===== src/rtl/pdm_pkg.sv =====
// package for the pwm duty meter with adaptive debounce
// widths, reset values, register indexes, divide-by-20 constants and result types
`default_nettype none

package pdm_pkg;

    localparam int unsigned TIME_W = 32;
    localparam int unsigned DEB_W  = 16;
    localparam int unsigned CNT_W  = 32;
    localparam int unsigned CFG_W  = 16;

    localparam logic [DEB_W-1:0] RESET_INITIAL_DEBOUNCE = 16'd50;
    localparam logic [DEB_W-1:0] RESET_MIN_DEBOUNCE     = 16'd2;
    localparam logic [DEB_W-1:0] RESET_MAX_DEBOUNCE     = 16'd5000;

    // period / 20 with a 16-bit quotient: periods at or above this saturate
    localparam logic [TIME_W-1:0] PERIOD_SAT   = 32'd1310720;
    // (period >> 2) / 5 == ((period >> 2) * RECIP_FIVE) >> RECIP_SHIFT below PERIOD_SAT
    localparam int unsigned       QUOT_IN_W    = 19;
    localparam logic [18:0]       RECIP_FIVE   = 19'd419431;
    localparam int unsigned       RECIP_SHIFT  = 21;

    typedef enum logic [1:0] {
        CFG_INITIAL_DEBOUNCE = 2'd0,
        CFG_MIN_DEBOUNCE     = 2'd1,
        CFG_MAX_DEBOUNCE     = 2'd2
    } cfg_index_t;

    typedef struct packed {
        logic [TIME_W-1:0] high_time;
        logic [TIME_W-1:0] low_time;
        logic              measurement_ready;
        logic              edge_accepted;
        logic              edge_dropped;
        logic [CNT_W-1:0]  accepted_edges;
        logic [CNT_W-1:0]  dropped_edges;
        logic [DEB_W-1:0]  current_debounce;
        logic [TIME_W-1:0] last_update_time;
        logic [CNT_W-1:0]  sample_count;
    } result_t;

    typedef struct packed {
        result_t res;
        logic    deb_pending;
    } stage_t;

endpackage

`default_nettype wire


===== src/rtl/pdm_if.sv =====
// request channels of the pwm duty meter: pin samples in, measurement results out
// depends on pdm_pkg
`default_nettype none

interface pdm_sample_if;
    logic                          valid;
    logic                          ready;
    logic                          pin_level;
    logic [pdm_pkg::TIME_W-1:0]    time_us;

    modport source (output valid, output pin_level, output time_us, input ready);
    modport sink   (input valid, input pin_level, input time_us, output ready);
endinterface

interface pdm_result_if;
    logic                          valid;
    logic                          ready;
    logic [pdm_pkg::TIME_W-1:0]    high_time;
    logic [pdm_pkg::TIME_W-1:0]    low_time;
    logic                          measurement_ready;
    logic                          edge_accepted;
    logic                          edge_dropped;
    logic [pdm_pkg::CNT_W-1:0]     accepted_edges;
    logic [pdm_pkg::CNT_W-1:0]     dropped_edges;
    logic [pdm_pkg::DEB_W-1:0]     current_debounce;
    logic [pdm_pkg::TIME_W-1:0]    last_update_time;
    logic [pdm_pkg::CNT_W-1:0]     sample_count;

    modport source (output valid, output high_time, output low_time,
                    output measurement_ready, output edge_accepted, output edge_dropped,
                    output accepted_edges, output dropped_edges, output current_debounce,
                    output last_update_time, output sample_count, input ready);
    modport sink   (input valid, input high_time, input low_time,
                    input measurement_ready, input edge_accepted, input edge_dropped,
                    input accepted_edges, input dropped_edges, input current_debounce,
                    input last_update_time, input sample_count, output ready);
endinterface

`default_nettype wire


===== src/rtl/pdm_deb_calc.sv =====
// adaptive debounce value: clamp(period / 20) to min, then to max
// divide by 20 as shift plus reciprocal multiply; depends on pdm_pkg
`default_nettype none

module pdm_deb_calc
(
    input  wire logic [pdm_pkg::TIME_W-1:0] period,
    input  wire logic [pdm_pkg::DEB_W-1:0]  min_deb,
    input  wire logic [pdm_pkg::DEB_W-1:0]  max_deb,
    output logic      [pdm_pkg::DEB_W-1:0]  debounce
);

    localparam int unsigned PROD_W = 2 * pdm_pkg::QUOT_IN_W;

    logic                              saturate;
    logic [pdm_pkg::QUOT_IN_W-1:0]     quarter;
    logic [PROD_W-1:0]                 product;
    logic [pdm_pkg::DEB_W-1:0]         quotient;
    logic [pdm_pkg::DEB_W-1:0]         raised;

    always_comb
    begin
        saturate = (period >= pdm_pkg::PERIOD_SAT);
        quarter  = period[pdm_pkg::QUOT_IN_W+1:2];
        product  = {{pdm_pkg::QUOT_IN_W{1'b0}}, quarter}
                 * {{pdm_pkg::QUOT_IN_W{1'b0}}, pdm_pkg::RECIP_FIVE};
        quotient = product[pdm_pkg::RECIP_SHIFT +: pdm_pkg::DEB_W];
        raised   = (quotient < min_deb) ? min_deb : quotient;
        if (saturate)
        begin
            debounce = max_deb;
        end
        else
        begin
            debounce = (raised > max_deb) ? max_deb : raised;
        end
    end

endmodule

`default_nettype wire


===== src/rtl/pwm_duty_meter_adaptive_debounce.sv =====
// pwm duty meter with adaptive debounce, top level
// depends on pdm_pkg, pdm_if (pdm_sample_if, pdm_result_if) and pdm_deb_calc
//
// sample channel: one request per pin sample (pin_level, time_us). every
// sample yields one result request; the first sample after reset only primes
// the last level and time and reports the current state. results carry the
// high/low times, flags, counters and the debounce value in force after that
// sample.
// a sample accepted goes through two register stages (s1, s2) to the result
// channel. throughput: one sample per cycle while the receiver takes results.
// a debounce update from an accepted edge is held as a pending period and
// resolved through one reciprocal multiply in the following cycle; the edge
// compare of the next sample uses that resolved value.
// when the receiver stalls, the two stages fill and then sample ready drops;
// nothing is lost or repeated.
// configuration: cfg_we/cfg_index/cfg_data write initial, min and max
// debounce; writing initial debounce before the first accepted edge also
// loads the debounce in force. write only while the block is idle.
// reset: all state but the stage data clears, min and max return to 2/5000
// and the debounce in force returns to 50; no clearing pass is needed.
`default_nettype none

module pwm_duty_meter_adaptive_debounce
(
    input  wire logic                      clk,
    input  wire logic                      rst_n,
    input  wire logic                      cfg_we,
    input  wire logic [1:0]                cfg_index,
    input  wire logic [pdm_pkg::CFG_W-1:0] cfg_data,
    pdm_sample_if.sink                     sample,
    pdm_result_if.source                   result
);

    logic [pdm_pkg::DEB_W-1:0]  min_deb_reg;
    logic [pdm_pkg::DEB_W-1:0]  max_deb_reg;

    logic                       primed_reg;
    logic                       prev_level_reg;
    logic [pdm_pkg::TIME_W-1:0] prev_time_reg;
    logic [pdm_pkg::TIME_W-1:0] high_reg;
    logic [pdm_pkg::TIME_W-1:0] low_reg;
    logic [pdm_pkg::DEB_W-1:0]  deb_reg;
    logic                       ready_flag_reg;
    logic [pdm_pkg::CNT_W-1:0]  edge_cnt_reg;
    logic [pdm_pkg::CNT_W-1:0]  drop_cnt_reg;
    logic [pdm_pkg::TIME_W-1:0] stamp_reg;
    logic [pdm_pkg::CNT_W-1:0]  sample_cnt_reg;
    logic                       pend_reg;
    logic [pdm_pkg::TIME_W-1:0] period_reg;

    logic                       primed_next;
    logic                       prev_level_next;
    logic [pdm_pkg::TIME_W-1:0] prev_time_next;
    logic [pdm_pkg::TIME_W-1:0] high_next;
    logic [pdm_pkg::TIME_W-1:0] low_next;
    logic                       ready_flag_next;
    logic [pdm_pkg::CNT_W-1:0]  edge_cnt_next;
    logic [pdm_pkg::CNT_W-1:0]  drop_cnt_next;
    logic [pdm_pkg::TIME_W-1:0] stamp_next;
    logic [pdm_pkg::CNT_W-1:0]  sample_cnt_next;
    logic [pdm_pkg::TIME_W-1:0] period_next;
    logic                       update_next;

    logic                       s1_valid_reg;
    pdm_pkg::stage_t            s1_reg;
    logic                       s2_valid_reg;
    pdm_pkg::result_t           s2_reg;
    pdm_pkg::result_t           s1_out;

    logic                       accept;
    logic                       s1_move;
    logic [pdm_pkg::DEB_W-1:0]  calc_deb;
    logic [pdm_pkg::DEB_W-1:0]  eff_deb;
    logic [pdm_pkg::TIME_W-1:0] diff;
    logic                       changed;
    logic                       acc;
    logic                       drop;
    pdm_pkg::result_t           res_next;

    pdm_deb_calc u_deb_calc
    (
        .period   (period_reg),
        .min_deb  (min_deb_reg),
        .max_deb  (max_deb_reg),
        .debounce (calc_deb)
    );

    // debounce in force for the sample at the input this cycle
    assign eff_deb = pend_reg ? calc_deb : deb_reg;

    assign s1_move      = s1_valid_reg && (!s2_valid_reg || result.ready);
    assign sample.ready = !s1_valid_reg || s1_move;
    assign accept       = sample.valid && sample.ready;

    always_comb
    begin
        diff            = sample.time_us - prev_time_reg;
        changed         = primed_reg && (sample.pin_level != prev_level_reg);
        acc             = changed && (diff >= {{(pdm_pkg::TIME_W-pdm_pkg::DEB_W){1'b0}}, eff_deb});
        drop            = changed && !acc;

        primed_next     = 1'b1;
        prev_level_next = prev_level_reg;
        prev_time_next  = prev_time_reg;
        high_next       = high_reg;
        low_next        = low_reg;
        ready_flag_next = ready_flag_reg;
        edge_cnt_next   = edge_cnt_reg;
        drop_cnt_next   = drop_cnt_reg;
        stamp_next      = stamp_reg;
        sample_cnt_next = sample_cnt_reg;

        if (!primed_reg)
        begin
            prev_level_next = sample.pin_level;
            prev_time_next  = sample.time_us;
        end
        else
        begin
            sample_cnt_next = sample_cnt_reg + 1'b1;
            if (changed)
            begin
                prev_level_next = sample.pin_level;
                prev_time_next  = sample.time_us;
            end
        end

        if (acc)
        begin
            if (sample.pin_level)
            begin
                low_next = diff;
            end
            else
            begin
                high_next = diff;
            end
            stamp_next      = sample.time_us;
            ready_flag_next = 1'b1;
            edge_cnt_next   = edge_cnt_reg + 1'b1;
        end

        if (drop)
        begin
            drop_cnt_next = drop_cnt_reg + 1'b1;
        end

        period_next = high_next + low_next;
        update_next = acc && (period_next != '0);

        res_next.high_time         = high_next;
        res_next.low_time          = low_next;
        res_next.measurement_ready = ready_flag_next;
        res_next.edge_accepted     = acc;
        res_next.edge_dropped      = drop;
        res_next.accepted_edges    = edge_cnt_next;
        res_next.dropped_edges     = drop_cnt_next;
        res_next.current_debounce  = eff_deb;
        res_next.last_update_time  = stamp_next;
        res_next.sample_count      = sample_cnt_next;
    end

    // configuration registers
    always_ff @(posedge clk or negedge rst_n)
    begin
        if (!rst_n)
        begin
            min_deb_reg  <= pdm_pkg::RESET_MIN_DEBOUNCE;
            max_deb_reg  <= pdm_pkg::RESET_MAX_DEBOUNCE;
        end
        else if (cfg_we)
        begin
            unique case (cfg_index)
                // only loads the debounce in force, and only before the first accepted edge
                pdm_pkg::CFG_INITIAL_DEBOUNCE: ;
                pdm_pkg::CFG_MIN_DEBOUNCE:     min_deb_reg  <= cfg_data;
                pdm_pkg::CFG_MAX_DEBOUNCE:     max_deb_reg  <= cfg_data;
                default:                       ;
            endcase
        end
    end

    // measurement state
    always_ff @(posedge clk or negedge rst_n)
    begin
        if (!rst_n)
        begin
            primed_reg     <= 1'b0;
            prev_level_reg <= 1'b0;
            prev_time_reg  <= '0;
            high_reg       <= '0;
            low_reg        <= '0;
            ready_flag_reg <= 1'b0;
            edge_cnt_reg   <= '0;
            drop_cnt_reg   <= '0;
            stamp_reg      <= '0;
            sample_cnt_reg <= '0;
            pend_reg       <= 1'b0;
            period_reg     <= '0;
            deb_reg        <= pdm_pkg::RESET_INITIAL_DEBOUNCE;
        end
        else
        begin
            pend_reg <= accept && update_next;
            if (accept)
            begin
                primed_reg     <= primed_next;
                prev_level_reg <= prev_level_next;
                prev_time_reg  <= prev_time_next;
                high_reg       <= high_next;
                low_reg        <= low_next;
                ready_flag_reg <= ready_flag_next;
                edge_cnt_reg   <= edge_cnt_next;
                drop_cnt_reg   <= drop_cnt_next;
                stamp_reg      <= stamp_next;
                sample_cnt_reg <= sample_cnt_next;
                period_reg     <= period_next;
            end
            if (cfg_we && (cfg_index == pdm_pkg::CFG_INITIAL_DEBOUNCE) && !ready_flag_reg)
            begin
                deb_reg <= cfg_data;
            end
            else
            begin
                deb_reg <= eff_deb;
            end
        end
    end

    // stage one result with a pending debounce resolved
    always_comb
    begin
        s1_out = s1_reg.res;
        if (s1_reg.deb_pending)
        begin
            s1_out.current_debounce = calc_deb;
        end
    end

    // result stages; a pending debounce in stage one resolves in the cycle after load
    always_ff @(posedge clk or negedge rst_n)
    begin
        if (!rst_n)
        begin
            s1_valid_reg <= 1'b0;
            s2_valid_reg <= 1'b0;
        end
        else
        begin
            if (accept)
            begin
                s1_valid_reg <= 1'b1;
            end
            else if (s1_move)
            begin
                s1_valid_reg <= 1'b0;
            end

            if (s1_move)
            begin
                s2_valid_reg <= 1'b1;
            end
            else if (result.ready)
            begin
                s2_valid_reg <= 1'b0;
            end
        end
    end

    always_ff @(posedge clk)
    begin
        if (accept)
        begin
            s1_reg.res         <= res_next;
            s1_reg.deb_pending <= update_next;
        end
        else if (s1_valid_reg && s1_reg.deb_pending)
        begin
            s1_reg.res.current_debounce <= calc_deb;
            s1_reg.deb_pending          <= 1'b0;
        end

        if (s1_move)
        begin
            s2_reg <= s1_out;
        end
    end

    assign result.valid             = s2_valid_reg;
    assign result.high_time         = s2_reg.high_time;
    assign result.low_time          = s2_reg.low_time;
    assign result.measurement_ready = s2_reg.measurement_ready;
    assign result.edge_accepted     = s2_reg.edge_accepted;
    assign result.edge_dropped      = s2_reg.edge_dropped;
    assign result.accepted_edges    = s2_reg.accepted_edges;
    assign result.dropped_edges     = s2_reg.dropped_edges;
    assign result.current_debounce  = s2_reg.current_debounce;
    assign result.last_update_time  = s2_reg.last_update_time;
    assign result.sample_count      = s2_reg.sample_count;

    a_pending_matches_state: assert property (@(posedge clk) disable iff (!rst_n)
        (s1_valid_reg && s1_reg.deb_pending) |-> pend_reg)
        else $error("stage one holds a pending debounce the state does not");

    a_pending_after_ready: assert property (@(posedge clk) disable iff (!rst_n)
        pend_reg |-> ready_flag_reg)
        else $error("debounce update pending without an accepted edge");

    a_pending_one_cycle: assert property (@(posedge clk) disable iff (!rst_n)
        (pend_reg && !accept) |=> !pend_reg)
        else $error("debounce update stayed pending");

    a_sample_yields: assert property (@(posedge clk) disable iff (!rst_n)
        accept |=> s1_valid_reg)
        else $error("accepted sample produced no result");

endmodule

`default_nettype wire


===== src/flat_wrapper.sv =====
// flat-port wrapper written by rule: the top's interface ports become plain ports
module pwm_duty_meter_adaptive_debounce_flat 
  (clk, rst_n, cfg_we, cfg_index, cfg_data, sample_valid, sample_pin_level, sample_time_us, sample_ready, result_valid, result_high_time, result_low_time, result_measurement_ready, result_edge_accepted, result_edge_dropped, result_accepted_edges, result_dropped_edges, result_current_debounce, result_last_update_time, result_sample_count, result_ready);
  pdm_sample_if sample_i ();
  pdm_result_if result_i ();
  input  wire logic clk;
  input  wire logic rst_n;
  input  wire logic cfg_we;
  input  wire logic [1:0] cfg_index;
  input  wire logic [pdm_pkg::CFG_W-1:0] cfg_data;
  input wire logic [$bits(sample_i.valid)-1:0] sample_valid;
  input wire logic [$bits(sample_i.pin_level)-1:0] sample_pin_level;
  input wire logic [$bits(sample_i.time_us)-1:0] sample_time_us;
  output wire logic [$bits(sample_i.ready)-1:0] sample_ready;
  output wire logic [$bits(result_i.valid)-1:0] result_valid;
  output wire logic [$bits(result_i.high_time)-1:0] result_high_time;
  output wire logic [$bits(result_i.low_time)-1:0] result_low_time;
  output wire logic [$bits(result_i.measurement_ready)-1:0] result_measurement_ready;
  output wire logic [$bits(result_i.edge_accepted)-1:0] result_edge_accepted;
  output wire logic [$bits(result_i.edge_dropped)-1:0] result_edge_dropped;
  output wire logic [$bits(result_i.accepted_edges)-1:0] result_accepted_edges;
  output wire logic [$bits(result_i.dropped_edges)-1:0] result_dropped_edges;
  output wire logic [$bits(result_i.current_debounce)-1:0] result_current_debounce;
  output wire logic [$bits(result_i.last_update_time)-1:0] result_last_update_time;
  output wire logic [$bits(result_i.sample_count)-1:0] result_sample_count;
  input wire logic [$bits(result_i.ready)-1:0] result_ready;
  assign sample_i.valid = sample_valid;
  assign sample_i.pin_level = sample_pin_level;
  assign sample_i.time_us = sample_time_us;
  assign sample_ready = sample_i.ready;
  assign result_valid = result_i.valid;
  assign result_high_time = result_i.high_time;
  assign result_low_time = result_i.low_time;
  assign result_measurement_ready = result_i.measurement_ready;
  assign result_edge_accepted = result_i.edge_accepted;
  assign result_edge_dropped = result_i.edge_dropped;
  assign result_accepted_edges = result_i.accepted_edges;
  assign result_dropped_edges = result_i.dropped_edges;
  assign result_current_debounce = result_i.current_debounce;
  assign result_last_update_time = result_i.last_update_time;
  assign result_sample_count = result_i.sample_count;
  assign result_i.ready = result_ready;
  pwm_duty_meter_adaptive_debounce u_core (.clk(clk), .rst_n(rst_n), .cfg_we(cfg_we), .cfg_index(cfg_index), .cfg_data(cfg_data), .sample(sample_i), .result(result_i));
endmodule

===== config.mk =====
export PLATFORM = sky130hd
export DESIGN_NAME = pwm_duty_meter_adaptive_debounce_flat
export DESIGN_NICKNAME = d
export VERILOG_FILES = /design/src/rtl/pdm_pkg.sv /design/src/rtl/pdm_if.sv /design/src/rtl/pdm_deb_calc.sv /design/src/rtl/pwm_duty_meter_adaptive_debounce.sv /design/src/flat_wrapper.sv
export SDC_FILE = /design/constraint.sdc
export NUM_CORES = 2
export LEC_CHECK = 0
export CORE_UTILIZATION = 65
export CTS_CLUSTER_DIAMETER = 150
export DETAILED_ROUTE_END_ITERATION = 8
export DONT_BUFFER_PORTS = 1
export PLACE_DENSITY = 0.81
export SLEW_MARGIN = 0
export SYNTH_ARGS = -nofsm -noshare
export SYNTH_HDL_FRONTEND = slang
export SYNTH_HIERARCHICAL = 1
export SYNTH_SLANG_ARGS = --single-unit

===== constraint.sdc =====
create_clock -name clk -period 17.7 [get_ports clk]
set_input_delay 1.77 -clock clk [delete_from_list [all_inputs] [get_ports clk]]
set_output_delay 1.77 -clock clk [all_outputs]
set_load 0.005 [all_outputs]

Yosys cells after proc, flatten, opt, wreduce, memory -nomap -nowiden
Index checks and enable logic that the tools add are counted.
{"block": "totals", "inputBits": 56, "elab_cells": 103, "ff_bits": 733}
{"block": "classes", "eq_ne": 4, "mul": 1, "addsub": 5, "muxes": 27, "n_lt_le_gt_ge": 4, "reduce_logical": 24}
{"cell": "$mux 32", "count": 10}
{"cell": "$mux 16", "count": 8}
{"cell": "$add 32x1->32 const B", "count": 3}
{"cell": "$mul 19x19->37 const B", "count": 1}
{"cell": "$add 32x32->32", "count": 1}
{"cell": "$ge 32x16->1", "count": 1}
{"cell": "$ge 32x21->1 const B", "count": 1}
{"cell": "$reduce_bool 32->1", "count": 1}
{"cell": "$sub 32x32->32", "count": 1}
{"cell": "$gt 16x16->1", "count": 1}
{"cell": "$lt 16x16->1", "count": 1}
{"cell": "$logic_and 1x1->1", "count": 10}
{"cell": "$mux 1", "count": 9}
{"cell": "$reduce_and 2->1", "count": 3}
{"cell": "$reduce_bool 2->1", "count": 3}
{"cell": "$logic_not 1->1", "count": 4}
{"cell": "$eq 2x1->1 const B", "count": 1}
{"cell": "$eq 2x2->1 const B", "count": 1}
{"cell": "$logic_not 2->1", "count": 1}
{"cell": "$logic_or 1x1->1", "count": 2}
{"cell": "$ne 2x2->1 const B", "count": 1}
{"cell": "$ne 1x1->1", "count": 1}

Longest topological paths before layout
{"block": "depth", "ltp_word": 14, "ltp_mapped": 72, "ltp_nobuf": 67}

Modules after synthesis
Netlist, hierarchy kept.
{"mod": "pwm_duty_meter_adaptive_debounce", "cells_per_inst": 2524, "instances": 1, "seq_area_each_um2": 20470.9, "area_each_um2": 31780.5}
{"mod": "pdm_deb_calc", "cells_per_inst": 884, "instances": 1, "seq_area_each_um2": 0.0, "area_each_um2": 8049.0}

Worst setup path before layout
OpenSTA, ideal clock, no wires.
{"block": "synth_path", "path_type": "register to register", "start": "reg u_core/period_reg[11] (netlist name)", "end": "reg u_core/s1_reg[0] (netlist name), data pin", "setup_ns": 0.269, "path_stages_with_launch": 63, "arrival_ns": 14.752, "setup_slack_ns": 2.680, "synth_period_minus_slack_ns": 15.020, "path_cell_list": "dfrtp_1 ha_1 fa_1 inv_1 fa_1 inv_1 fa_1 inv_1 fa_1 inv_1 fa_1 ha_1 a21oi_1 nand3_1 a221oi_2 o21ai_0 a311oi_1 o31ai_1 [27 not listed] nand4_4 o211ai_4 buf_2 mux2_2 ha_1 clkbuf_1 and4_1 and4_1 a221oi_1 nand2_1 a31oi_1 a31oi_1 o21a_1 nor2_1 xnor2_1 or4_1 nor4_1 a31oi_1"}
{"block": "synth_via", "elab_chain_cells": 14, "word_cells_on_any_way": 16, "classes_between": "add/sub (1); mul (1); order compare (4); mux (7); reduce/logical (3)"}
{"element": "start: declaration", "line": "pwm_duty_meter_adaptive_debounce.sv:49", "rtl": "logic [pdm_pkg::TIME_W-1:0] period_reg;"}
{"element": "start signal: assignment", "line": "pwm_duty_meter_adaptive_debounce.sv:217", "rtl": "period_reg <= period_next;"}
{"element": "$mul 19x19->37", "line": "pdm_deb_calc.sv:26", "rtl": "* {{pdm_pkg::QUOT_IN_W{1'b0}}, pdm_pkg::RECIP_FIVE};"}
{"element": "$lt 16x16->1", "line": "pdm_deb_calc.sv:28", "rtl": "raised = (quotient < min_deb) ? min_deb : quotient;"}
{"element": "$mux 16", "line": "pdm_deb_calc.sv:28"}
{"element": "$gt 16x16->1", "line": "pdm_deb_calc.sv:35", "rtl": "debounce = (raised > max_deb) ? max_deb : raised;"}
{"element": "$mux 16", "line": "pdm_deb_calc.sv:35"}
{"element": "$mux 16 *", "line": "pdm_deb_calc.sv:29", "rtl": "if (saturate)"}
{"element": "via u_core.calc_deb (one bit)", "line": "pwm_duty_meter_adaptive_debounce.sv:72", "rtl": "logic [pdm_pkg::DEB_W-1:0] calc_deb;"}
{"element": "$mux 16 *", "line": "pwm_duty_meter_adaptive_debounce.sv:89", "rtl": "assign eff_deb = pend_reg ? calc_deb : deb_reg;"}
{"element": "$ge 32x16->1 *", "line": "pwm_duty_meter_adaptive_debounce.sv:99", "rtl": "acc = changed && (diff >= {{(pdm_pkg::TIME_W-pdm_pkg::DEB_W){1'b0}}, eff_deb});"}
{"element": "$logic_and 1x1->1 *", "line": "pwm_duty_meter_adaptive_debounce.sv:99"}
{"element": "$mux 32 *", "line": "pwm_duty_meter_adaptive_debounce.sv:128", "rtl": "if (acc)"}
{"element": "via u_core.high_next (one bit)", "line": "pwm_duty_meter_adaptive_debounce.sv:54", "rtl": "logic [pdm_pkg::TIME_W-1:0] high_next;"}
{"element": "$add 32x32->32 *", "line": "pwm_duty_meter_adaptive_debounce.sv:148", "rtl": "period_next = high_next + low_next;"}
{"element": "$reduce_bool 32->1 *", "line": "pwm_duty_meter_adaptive_debounce.sv:149", "rtl": "update_next = acc && (period_next != '0);"}
{"element": "$logic_and 1x1->1 *", "line": "pwm_duty_meter_adaptive_debounce.sv:149"}
{"element": "$mux 1 *", "line": "pwm_duty_meter_adaptive_debounce.sv:272", "rtl": "if (accept)"}
{"element": "end: declaration", "line": "pwm_duty_meter_adaptive_debounce.sv:65", "rtl": "pdm_pkg::stage_t s1_reg;"}
The timed path passes the listed nets; every way through them passes the cells marked *.
A chain may end at the register's enable or synchronous reset.

Final worst setup path
{"block": "layout_path", "start": "reg u_core/period_reg[2] (netlist name)", "end": "reg u_core/s1_reg[0] (netlist name), data pin"}
The elaborated chain is that of the path after synthesis.

==> impl_metrics.py <==
metrics = {
    "finish": {
        "drive_above_1_share_pct": 9.89,
        "largest_reg_flops": 195,
        "syn2layout_area_growth_pct": 8.01,
        "fill_cells": 4112,
        "layout.nets": 3857,
    },
    "sta": {
        "rsz0062_at_grt": "false",
        "clock_skew_ns": 0.0293,
        "max_slew.worst_pin.slew_ns": 1.14,
        "slew_headroom_pct": 23.6,
        "hold_viol": 0,
        "maxSlewViolCount": 0,
        "post-route-period-util_pct": 95.8,
        "final-setup-viol-count": 0,
        "fin_tns_setup_ns": 0,
        "max_freq_mhz": 59.0,
        "final.min_clock_period_ns": 16.96,
    },
    "clock_tree": {
        "cts_made_buffers": 74,
        "cts_tree": "built",
        "worstSkewPairLatency_ns": 0.63,
        "root_buffer": "clkbuf_16",
        "clock-sinks": 733,
        "ctsLongestPathBuffers": 3,
        "htree_levels": 3,
        "clkTransAtPathRegs_ns": 0.06,
    },
    "worst_setup_path": {
        "critPathRequiredTime_ns": 18.05,
        "critPathKind": "flop to flop",
        "worst_setup_path_end_kind": "flop",
        "worst_path_most_repeated_cell": "ha_1",
        "cpPeakStageDelay_ns": 0.67,
        "startpoint_type": "flop",
        "crit_slowest_cell": "dfrtp_1",
        "cp_max_fo": 26,
        "crit_arrival_ns": 17.31,
    },
    "detailed_routing": {
        "drt-initial-drc-count": 2500,
        "via_per_inst": 6.08,
        "drt_first_pass_iters": 7,
        "wl_per_cell_um": 22.8,
        "wl_mm": 96.5,
        "dr_total_vias": 25800,
        "drc_errors": 0,
        "ant_nets": 0,
    },
    "yosys": {
        "seq_area_frac_synth_pct": 51.4,
        "ys_top_cells_by_area": "edfxtp_1 (32%), dfrtp_1 (19%), ha_1 (8.7%)",
        "synth-edff-count": 423,
        "synth_cells": 3408,
        "async_flop_share_pct": 42.3,
        "synth_ff_type": "edfxtp_1",
        "synth_cell_type_count": 99,
        "synth_top_area_share_pct": 31.9,
        "postSynthAreaPerCell_sq_um": 11.7,
        "syn_area_sq_um": 39800,
        "synth_top_area_cell": "edfxtp_1",
        "ys_ff_latch": 733,
        "ys_warn_count": 6,
        "synthesis.nets": 3869,
    },
    "grt": {
        "grt_overflow": 0,
        "track_usage_pct": 31.4,
        "grt_pass1_wl_mm": 150,
        "first_global_vias": 25800,
        "grt_start_max_net_pins": 311,
        "antenna_found_initial": 0,
    },
    "placement": {
        "hpwl_mm": 71.9,
        "portBuffers": 0,
        "gp_congestion": 0.982,
    },
    "die": {
        "core-area_sq_um": 60500,
        "dieArea_sq_um": 62300,
        "placementRows": 90,
        "io_pins": 269,
        "initial_utilization_pct": 65.9,
        "fp.dieW_um": 250,
        "die_h_um": 250,
    },
    "outcome": {
        "outcome": "finished clean",
    },
    "worst_hold_path": {
        "hold_path_class": "flop to flop",
    },
    "flow_run": {
        "cap_violations": 0,
    },
}
[synthesized netlist by cell type, drive strengths merged (9+ instances only)]
master and number:
a21o 45, nand4 50, clkbuf 63, and2 16
or3 10, nor3 51, o21ai 182, inv 326
nor2 128, edfxtp 423, xnor2 146, mux2i 22
nor4 16, o21a 17, a211oi 13, a21oi 109
nand3 66, nor2b 13, nand2b 26, and3 32
mux2 150, o21bai 9, nand2 479, buf 46
xor2 128, fa 128, a31oi 15, ha 277
o211ai 18, o31ai 10, dfstp 9, dfrtp 301
[what timing repair did]
action	CTS	global route
endpoints found under the hold margin	0	0
buffers inserted	0	0
setup endpoints to repair	0	3
hold buffers	0	0
resized for setup	0	6
[worst paths after layout]
| path | from | to | slack [ns] | depth (start not counted) |
|---|---|---|---|---|
| min in group asynchronous | rst_n | u_core/edge_cnt_reg[5]$_DFFE_PN0P_ | 0.85 | 0 |
| hold reg to reg | u_core/s1_out[156]$_DFFE_PP_ | u_core/result.low_time[9]$_DFFE_PP_ | 0.42 | 0 |
| max in group asynchronous | rst_n | u_core/max_deb_reg[9]$_DFFE_PN1P_ | 16.38 | 0 |
| hold / removal | u_core/s1_out[156]$_DFFE_PP_ | u_core/result.low_time[9]$_DFFE_PP_ | 0.42 | 0 |
| setup / recovery | u_core/period_reg[2]$_DFFE_PN0P_ | u_core/s1_reg[0]$_SDFFCE_PN0P_ | 0.74 | 61 |
| setup reg to reg | u_core/period_reg[2]$_DFFE_PN0P_ | u_core/s1_reg[0]$_SDFFCE_PN0P_ | 0.74 | 61 |
[critical path, delay by kind of cell (launching register included)]
family	cells	cell delay, ns
AND/OR/NAND/NOR	18	4.50
adder cells (fa/ha/maj)	11	4.27
AO/OA/AOI/OAI	20	4.38
multiplexers	4	1.32
flip-flops	1	0.67
XOR/XNOR	3	0.70
buffers and inverters	5	0.78
[layout by cell type, fill, tap and decap left out, types with 32 or more instances in the layout]
cell / netlist / final
nand4_1: 48 / 48
nand2_1: 478 / 477
nor2_1: 127 / 126
nor3_1: 43 / 43
clkbuf_16: 0 / 76
mux2_2: 132 / 132
edfxtp_1: 423 / 423
xnor2_1: 146 / 146
xor2_1: 128 / 127
a21o_1: 43 / 43
o21ai_0: 172 / 172
nand3_1: 65 / 65
and3_1: 32 / 32
a21oi_1: 107 / 107
fa_1: 128 / 128
dfrtp_1: 301 / 301
ha_1: 277 / 277
inv_1: 325 / 325
[metrics by stage]
step	setup WS [ns]	util, %	cell area [sq um]	std cells	hold WS (ns)
final	0.742	71.1	43000	4242	0.416
after global routing	0.0317	71.1	43000	4240	0.417
after CTS	0.703	71.1	43000	4240	0.413
after detailed placement	0.842	67.0	40500	4102	0.405
after global placement	0.971	67.0	40500	4102	0.402
after floorplan	2.68	-	39800	3408	0.400
[area by class of cell]
type	count	area, sq um	share of cell area, %
Clock buffer	99	2020	4.69
Multi-Input combinational cell	2240	17700	41.1
Clock inverter	39	474	1.10
Antenna cell	2	5.00	0.0116
Tap cell	782	978	2.27
Timing Repair Buffer	21	161	0.375
Sequential cell	733	20500	47.6
Inverter	326	1230	2.86
[metal layers]
layer	up-vias	GRT usage, %	part of all wire (%)
met2	977	50.3	47
li1	11800	-	-
met1	12800	43.5	43
met3	190	5.42	6.4
met4	0	11.1	3.5
met5	-	0	0
[kinds of logic after synthesis]
group | synth area share [%]
and+or+nand+nor | 10.7
DFF | 51.4
AOI/OAI and AO/OA | 7.62
buffers and inverters | 4.33
adders and majority gates | 15.1
xor gates and xnor gates | 6.03
muxes | 4.84
Power is not shown: default switching activity piles up to over one toggle a cycle in this logic, so the estimate is an artifact.
